`src/hw/rtl/bpa_pkg.sv`:
```
// Bitmap page allocator package: operation, status and register codes.
// Used by the engine and the top level; no dependencies.
`default_nettype none
package bpa_pkg;

    localparam int OP_W     = 2;
    localparam int PAGE_W   = 14;
    localparam int COUNT_W  = 15;
    localparam int STATUS_W = 2;

    localparam logic [OP_W-1:0] OP_INIT  = 2'd0;
    localparam logic [OP_W-1:0] OP_ALLOC = 2'd1;
    localparam logic [OP_W-1:0] OP_FREE  = 2'd2;
    localparam logic [OP_W-1:0] OP_QUERY = 2'd3;

    localparam logic [STATUS_W-1:0] ST_OK       = 2'd0;
    localparam logic [STATUS_W-1:0] ST_NOT_INIT = 2'd1;
    localparam logic [STATUS_W-1:0] ST_NO_RUN   = 2'd2;
    localparam logic [STATUS_W-1:0] ST_IGNORED  = 2'd3;

    localparam logic CFG_TOTAL    = 1'b0;
    localparam logic CFG_RESERVED = 1'b1;

    localparam logic [1:0] PH_INIT = 2'd0;
    localparam logic [1:0] PH_SCAN = 2'd1;
    localparam logic [1:0] PH_MARK = 2'd2;
    localparam logic [1:0] PH_FREE = 2'd3;

endpackage
`default_nettype wire

```
`src/hw/rtl/bpa_engine.sv`:
```
// Allocator sequencer: walks the used-bit map one word or one page a cycle, stopping to read each word.
// Depends on bpa_pkg; drives the bpa_map ports.
`default_nettype none
module bpa_engine
    import bpa_pkg::*;
#(
    parameter int MAP_WORDS     = 512,
    parameter int MAP_WORD_BITS = 32,
    parameter int WW            = 9,
    parameter int BW            = 5,
    parameter int CW            = 16
) (
    input  wire logic                     aclk,
    input  wire logic                     aresetn,
    input  wire logic                     s_valid,
    output logic                          s_ready,
    input  wire logic [OP_W-1:0]          s_operation,
    input  wire logic [PAGE_W-1:0]        s_page_number,
    input  wire logic [COUNT_W-1:0]       s_page_count,
    output logic                          m_valid,
    input  wire logic                     m_ready,
    output logic [STATUS_W-1:0]           m_status,
    output logic [PAGE_W-1:0]             m_start_page,
    output logic [COUNT_W-1:0]            m_free_count,
    input  wire logic [CW-1:0]            limit,
    input  wire logic [COUNT_W-1:0]       reserved,
    output logic                          mem_we,
    output logic [WW-1:0]                 mem_waddr,
    output logic [MAP_WORD_BITS-1:0]      mem_wdata,
    output logic                          mem_re,
    output logic [WW-1:0]                 mem_raddr,
    input  wire logic [MAP_WORD_BITS-1:0] mem_rdata
);

    localparam logic [2:0] S_CLEAR = 3'd0;
    localparam logic [2:0] S_IDLE  = 3'd1;
    localparam logic [2:0] S_READ  = 3'd2;
    localparam logic [2:0] S_LOAD  = 3'd3;
    localparam logic [2:0] S_RUN   = 3'd4;
    localparam logic [2:0] S_DONE  = 3'd5;

    localparam logic [CW-1:0] WBITS = CW'(MAP_WORD_BITS);
    localparam logic [WW-1:0] LAST_WORD = WW'(MAP_WORDS - 1);
    localparam logic [BW-1:0] LAST_BIT = BW'(MAP_WORD_BITS - 1);

    function automatic logic [BW:0] ones_in(input logic [MAP_WORD_BITS-1:0] w);
        logic [BW:0] n;
        n = '0;
        for (int i = 0; i < MAP_WORD_BITS; i++) begin
            n = n + {{BW{1'b0}}, w[i]};
        end
        return n;
    endfunction

    logic [2:0]               state_reg, state_next;
    logic [1:0]               phase_reg, phase_next;
    logic [WW-1:0]            clr_reg, clr_next;
    logic [CW-1:0]            p_reg, p_next;
    logic [CW-1:0]            end_reg, end_next;
    logic [WW-1:0]            waddr_reg, waddr_next;
    logic [MAP_WORD_BITS-1:0] wbuf_reg, wbuf_next;
    logic [15:0]              run_reg, run_next;
    logic [CW-1:0]            rstart_reg, rstart_next;
    logic [COUNT_W-1:0]       rem_reg, rem_next;
    logic [COUNT_W-1:0]       count_reg, count_next;
    logic [COUNT_W-1:0]       free_reg, free_next;
    logic                     ready_reg, ready_next;
    logic [STATUS_W-1:0]      rstat_reg, rstat_next;
    logic [PAGE_W-1:0]        rpage_reg, rpage_next;
    logic                     m_valid_reg, m_valid_next;
    logic [STATUS_W-1:0]      m_status_reg, m_status_next;
    logic [PAGE_W-1:0]        m_page_reg, m_page_next;
    logic [COUNT_W-1:0]       m_free_reg, m_free_next;

    logic [BW-1:0]            bidx;
    logic                     bit_used;
    logic                     at_start;
    logic                     word_fit;
    logic                     at_end;
    logic                     leave;
    logic [MAP_WORD_BITS-1:0] wnew;
    logic [CW-1:0]            res_ext;
    logic [CW-1:0]            free_end;
    logic [15:0]              run_inc;

    assign s_ready      = (state_reg == S_IDLE);
    assign m_valid      = m_valid_reg;
    assign m_status     = m_status_reg;
    assign m_start_page = m_page_reg;
    assign m_free_count = m_free_reg;

    assign bidx     = p_reg[BW-1:0];
    assign bit_used = wbuf_reg[bidx];
    assign at_start = (bidx == '0);
    assign word_fit = (p_reg + WBITS) <= end_reg;
    assign at_end   = (phase_reg == PH_MARK) ? (rem_reg == '0) : (p_reg >= end_reg);
    assign res_ext  = CW'(reserved);
    assign run_inc  = run_reg + 16'd1;
    assign free_end = ((CW'(s_page_number) + CW'(s_page_count)) > limit) ? limit
                    : (CW'(s_page_number) + CW'(s_page_count));

    always_comb begin
        state_next   = state_reg;
        phase_next   = phase_reg;
        clr_next     = clr_reg;
        p_next       = p_reg;
        end_next     = end_reg;
        waddr_next   = waddr_reg;
        wbuf_next    = wbuf_reg;
        run_next     = run_reg;
        rstart_next  = rstart_reg;
        rem_next     = rem_reg;
        count_next   = count_reg;
        free_next    = free_reg;
        ready_next   = ready_reg;
        rstat_next   = rstat_reg;
        rpage_next   = rpage_reg;
        m_valid_next = m_valid_reg;
        m_status_next = m_status_reg;
        m_page_next  = m_page_reg;
        m_free_next  = m_free_reg;
        mem_we       = 1'b0;
        mem_waddr    = waddr_reg;
        mem_wdata    = wbuf_reg;
        mem_re       = 1'b0;
        mem_raddr    = p_reg[BW +: WW];
        wnew         = wbuf_reg;
        leave        = 1'b0;

        if (m_valid_reg && m_ready) begin
            m_valid_next = 1'b0;
        end

        unique case (state_reg)
            S_CLEAR: begin
                mem_we    = 1'b1;
                mem_waddr = clr_reg;
                mem_wdata = '1;
                clr_next  = clr_reg + 1'b1;
                if (clr_reg == LAST_WORD) begin
                    state_next = S_IDLE;
                end
            end
            S_IDLE: begin
                if (s_valid) begin
                    rstat_next = ST_OK;
                    rpage_next = '0;
                    count_next = s_page_count;
                    run_next   = '0;
                    state_next = S_DONE;
                    if (s_operation == OP_INIT) begin
                        if (ready_reg) begin
                            rstat_next = ST_IGNORED;
                        end else begin
                            free_next  = '0;
                            p_next     = '0;
                            end_next   = limit;
                            phase_next = PH_INIT;
                            state_next = S_READ;
                        end
                    end else if (!ready_reg) begin
                        rstat_next = ST_NOT_INIT;
                    end else if (s_operation == OP_ALLOC || s_operation == OP_FREE) begin
                        if (s_page_count == '0) begin
                            rstat_next = ST_IGNORED;
                        end else if (s_operation == OP_ALLOC) begin
                            p_next     = '0;
                            end_next   = limit;
                            phase_next = PH_SCAN;
                            state_next = S_READ;
                        end else begin
                            p_next     = CW'(s_page_number);
                            end_next   = free_end;
                            phase_next = PH_FREE;
                            state_next = S_READ;
                        end
                    end
                end
            end
            S_READ: begin
                mem_re     = 1'b1;
                waddr_next = p_reg[BW +: WW];
                state_next = S_LOAD;
            end
            S_LOAD: begin
                wbuf_next  = mem_rdata;
                state_next = S_RUN;
            end
            S_RUN: begin
                if (at_end) begin
                    mem_we     = 1'b1;
                    state_next = S_DONE;
                    case (phase_reg)
                        PH_INIT: ready_next = 1'b1;
                        PH_SCAN: rstat_next = ST_NO_RUN;
                        PH_MARK: begin
                            free_next  = free_reg - count_reg;
                            rpage_next = rstart_reg[PAGE_W-1:0];
                        end
                        default: ;
                    endcase
                end else begin
                    case (phase_reg)
                        PH_INIT: begin
                            if (at_start && word_fit &&
                                (p_reg >= res_ext || (p_reg + WBITS) <= res_ext)) begin
                                wnew   = (p_reg >= res_ext) ? '0 : '1;
                                free_next = (p_reg >= res_ext)
                                          ? free_reg + COUNT_W'(MAP_WORD_BITS) : free_reg;
                                p_next = p_reg + WBITS;
                                leave  = 1'b1;
                            end else begin
                                wnew[bidx] = !(p_reg >= res_ext);
                                free_next  = free_reg + COUNT_W'(p_reg >= res_ext);
                                p_next     = p_reg + 1'b1;
                                leave      = (bidx == LAST_BIT);
                            end
                        end
                        PH_SCAN: begin
                            if (at_start && word_fit && wbuf_reg == '0 &&
                                (run_reg + 16'(MAP_WORD_BITS)) < 16'(count_reg)) begin
                                if (run_reg == '0) begin
                                    rstart_next = p_reg;
                                end
                                run_next = run_reg + 16'(MAP_WORD_BITS);
                                p_next   = p_reg + WBITS;
                                leave    = 1'b1;
                            end else if (at_start && word_fit && wbuf_reg == '1) begin
                                run_next = '0;
                                p_next   = p_reg + WBITS;
                                leave    = 1'b1;
                            end else if (!bit_used) begin
                                if (run_reg == '0) begin
                                    rstart_next = p_reg;
                                end
                                run_next = run_inc;
                                if (run_inc == 16'(count_reg)) begin
                                    p_next     = (run_reg == '0) ? p_reg : rstart_reg;
                                    rem_next   = count_reg;
                                    phase_next = PH_MARK;
                                    leave      = 1'b1;
                                end else begin
                                    p_next = p_reg + 1'b1;
                                    leave  = (bidx == LAST_BIT);
                                end
                            end else begin
                                run_next = '0;
                                p_next   = p_reg + 1'b1;
                                leave    = (bidx == LAST_BIT);
                            end
                        end
                        PH_MARK: begin
                            if (at_start && rem_reg >= COUNT_W'(MAP_WORD_BITS)) begin
                                wnew     = '1;
                                rem_next = rem_reg - COUNT_W'(MAP_WORD_BITS);
                                p_next   = p_reg + WBITS;
                                leave    = 1'b1;
                            end else begin
                                wnew[bidx] = 1'b1;
                                rem_next   = rem_reg - 1'b1;
                                p_next     = p_reg + 1'b1;
                                leave      = (bidx == LAST_BIT);
                            end
                        end
                        default: begin
                            if (at_start && word_fit) begin
                                wnew      = '0;
                                free_next = free_reg + COUNT_W'(ones_in(wbuf_reg));
                                p_next    = p_reg + WBITS;
                                leave     = 1'b1;
                            end else begin
                                wnew[bidx] = 1'b0;
                                free_next  = free_reg + COUNT_W'(bit_used);
                                p_next     = p_reg + 1'b1;
                                leave      = (bidx == LAST_BIT);
                            end
                        end
                    endcase
                    if (leave) begin
                        mem_we     = 1'b1;
                        mem_wdata  = wnew;
                        state_next = S_READ;
                    end else begin
                        wbuf_next = wnew;
                    end
                end
            end
            S_DONE: begin
                if (!m_valid_reg || m_ready) begin
                    m_valid_next  = 1'b1;
                    m_status_next = rstat_reg;
                    m_page_next   = rpage_reg;
                    m_free_next   = ready_reg ? free_reg : '0;
                    state_next    = S_IDLE;
                end
            end
            default: state_next = S_IDLE;
        endcase
    end

    always_ff @(posedge aclk) begin
        if (!aresetn) begin
            state_reg   <= S_CLEAR;
            clr_reg     <= '0;
            free_reg    <= '0;
            ready_reg   <= 1'b0;
            m_valid_reg <= 1'b0;
            phase_reg   <= PH_INIT;
        end else begin
            state_reg   <= state_next;
            clr_reg     <= clr_next;
            free_reg    <= free_next;
            ready_reg   <= ready_next;
            m_valid_reg <= m_valid_next;
            phase_reg   <= phase_next;
        end
    end

    always_ff @(posedge aclk) begin
        p_reg        <= p_next;
        end_reg      <= end_next;
        waddr_reg    <= waddr_next;
        wbuf_reg     <= wbuf_next;
        run_reg      <= run_next;
        rstart_reg   <= rstart_next;
        rem_reg      <= rem_next;
        count_reg    <= count_next;
        rstat_reg    <= rstat_next;
        rpage_reg    <= rpage_next;
        m_status_reg <= m_status_next;
        m_page_reg   <= m_page_next;
        m_free_reg   <= m_free_next;
    end

endmodule
`default_nettype wire

```
`config.mk`:
```
export PLATFORM = sky130hd
export DESIGN_NAME = bpa_engine
export DESIGN_NICKNAME = d
export VERILOG_FILES = /design/src/hw/rtl/bpa_pkg.sv /design/src/hw/rtl/bpa_engine.sv
export SDC_FILE = /design/constraint.sdc
export NUM_CORES = 1
export LEC_CHECK = 0
export BUFFER_PORTS_ARGS = -buffer_cell sky130_fd_sc_hd__buf_2
export CORE_UTILIZATION = 35
export CTS_CLUSTER_SIZE = 30
export DETAILED_ROUTE_END_ITERATION = 16
export SYNTH_ARGS = -nofsm -noshare
export SYNTH_HDL_FRONTEND = slang
export SYNTH_SLANG_ARGS = --single-unit
```
`constraint.sdc`:
```
create_clock -name aclk -period 6.05 [get_ports aclk]
set_input_delay 0.605 -clock aclk [delete_from_list [all_inputs] [get_ports aclk]]
set_output_delay 0.605 -clock aclk [all_outputs]
set_load 0.02 [all_outputs]
```
==> run metrics <==
Worst Path Class, Setup=reg2out; worst rel slew slack=0.0753; n_diodes=0; max reg flops=32; total power=3.52 mW; EDFF count, synth=182; PD cells=162 nW/um^2; top post-synthesis cells by area=edfxtp_1 (29%), ha_1 (10%), o21ai_0 (6.5%), a21oi_1 (4.0%), nor2_1 (3.4%); critical path cell sequence=and3_1, and3_1, and3_1, and3_1, xor2_2, ha_1, nand3_1, nor4_2, o21ai_0, a22oi_2, o21ai_1, a31oi_2, a22oi_2, buf_4, o311a_4, nor2_1, a21oi_1, buf_2; WL final=70.2 mm; gr usage total=0.249; largest area contributor in the netlist=edfxtp_1; Most used DFF post-synth=edfxtp_1; commonest non-fill, non-tap cells in the layout=o21ai_0 (238), edfxtp_1 (182), buf_2 (182), nor2_1 (170), nand2_1 (157); Crit path top cell by count=and3_1; hold crit path type=in2reg; Crit path required time=5.44 ns; Syn. warnings=0; max-slew violations=0; Worst-path clk slew=0.07 ns; CP Buf/Inv Count=2; Top-Level Pins=183; Period minus WS final=5.90 ns; period utilisation layout=0.975; CTS max path bufs=3; slowest stage delay, CP=0.50 ns; Synth cell types=84; DR vias/cell=6.02; CTS Hold Bufs=0; sequential share of the synthesized area=0.326; vias after detailed routing=18,351; final setup fails=0; initial drt markers=1,944; Netlist Area Pre-Place=18,700 um^2; Starting Density=0.355; vias in the first global route=17,021; Setup Skew=0.0123 ns; # clock sinks=213; Nets=2,616; post-detail-place hpwl=52.6 mm; pin slew with the least headroom to its limit=1.38 ns; H-Tree Level Count=1; Post-DRT Antenna Nets=0; commonest non-fill, non-tap cell in the layout=o21ai_0; Synth-to-Final Area Change=16.1%; Remaining DRCs=0; Routed WL per cell=23.1 um; Die ar.=54,300 um^2; #FFs+latches synth=213; status=finished, final reports clean; gpl congestion=0.942; GR Overflow Total=0; first-pass GRT wire length=104 mm; Post-Syn Instances=2,156; hold slack=0.298 ns; CP top delay family=compound AO/OA/AOI/OAI gates; die width=233 um; Peak VDD IR=0.204 mV; initial antenna violation count=4; Max-Cap Viols=0; Yosys top cell area share=0.293; Leakage=8.61 nW; total clock buffers created by CTS=27; Core Area=52,700 um^2; clock root buffer=clkbuf_16; syn_area_per_cell=8.66 um^2; share of layout cells above drive strength 1=0.189; die height=233 um; Syn Nets=2,435; Post-synth ARST share=0; Crit. End Element=primary output; CP arrival=5.29 ns; CTS tree=yes; Critical-path top delay cell=edfxtp_1; port bufs=182; DR pass1 iterations=8; Fmax achieved=170 MHz; Hold Vio Cnt, Final=0; largest net degree at the start of global routing=97; CP max FO=16; Site Rows=84; CP Launch Type=register; clk_lat worst skew=0.58 ns
==> power by group <==
part / switching (mW) / internal, mW / total [mW]
clock network: 0.736 / 0.913 / 1.65
registers: 0.00199 / 1.59 / 1.59
logic: 0.157 / 0.125 / 0.282
total: 0.895 / 2.62 / 3.52
==> synthesized netlist by cell type (31+ instances only) <==
master,instances
xor2_1,42
edfxtp_1,182
nand2_1,159
and3_1,35
mux2_2,38
clkbuf_1,88
nor2_1,170
o21ai_0,243
a31oi_1,68
xnor2_1,59
nor3_1,37
nand3_1,73
ha_1,153
inv_1,142
dfxtp_1,31
a21oi_1,151
==> what timing repair did <==
item                       4_1_cts  5_1_grt
gates cloned                     0        1
setup buffers                    0        7
pin swaps                        0       16
setup endpoints to repair        1       41
resized for setup                1       18
==> worst register-to-register path, cell delays in order (launching register included) <==
cell,delay (ns)
edfxtp_1,0.41
fa_1,0.56
inv_1,0.05
fa_1,0.48
fa_1,0.52
fa_1,0.55
fa_1,0.45
fa_1,0.48
inv_1,0.09
fa_2,0.20
inv_1,0.06
fa_2,0.36
nor2b_1,0.12
o21a_1,0.17
o21ai_2,0.08
a21oi_2,0.16
nor2_1,0.05
a211o_1,0.30
nand2_2,0.13
nand3_1,0.08
or3_1,0.34
a31oi_1,0.16
==> through the flow <==
stage / TNS, ns / utilization / worst slack, ns / cell area (um^2) / std cells
after global routing: -0.0313 / 0.412 / -0.0282 / 21700 / 3046
after CTS: 0 / 0.409 / 0.0123 / 21500 / 3038
final: 0 / 0.412 / 0.151 / 21700 / 3046
after detailed placement: 0 / 0.392 / 0.00825 / 20600 / 2988
after global placement: 0 / 0.392 / 0.170 / 20600 / 2988
after floorplan: 0 / - / 0.346 / 18700 / 2156
==> worst paths after layout <==
kind                               startpoint               to  slack [ns]  cells after the start
worst max-delay path                 p_reg[5]     mem_wdata[0]        0.15                     18
worst max register to register   wbuf_reg[19]     free_reg[12]        0.16                     21
worst min register to register   rpage_reg[4]  m_start_page[4]        0.42                      0
worst min-delay path            mem_rdata[10]     wbuf_reg[10]        0.30                      3
==> kinds of logic (layout without fill, tap and decap cells) <==
kind of cell,Yosys count,after routing,synth area share
AO/OA/AOI/OAI,676,677,0.222
XOR/XNOR,101,101,0.0474
adder cells (fa/ha/maj),181,181,0.132
buffers and inverters,275,476,0.0616
flip-flops,213,213,0.326
multiplexers,59,59,0.0395
AND/OR/NAND/NOR,651,651,0.171
==> area by class of cell <==
type / count / area [um^2]
inverter: 142 / 533
tap: 688 / 861
multi-input combinational: 1669 / 11600
clock buffer: 31 / 721
sequential: 213 / 6090
clock inverter: 19 / 173
fill: 5220 / 31000
timing repair buffer: 284 / 1730
==> metal layers <==
layer | vias up | routed length [um] | global-route usage
met5 | - | 31 | 0
met4 | 4 | 2600 | 0.0874
met3 | 180 | 7090 | 0.0435
met2 | 1051 | 30500 | 0.380
met1 | 8823 | 30000 | 0.351
li1 | 8293 | - | -
No activity file was read; power rests on OpenSTA's default activity.
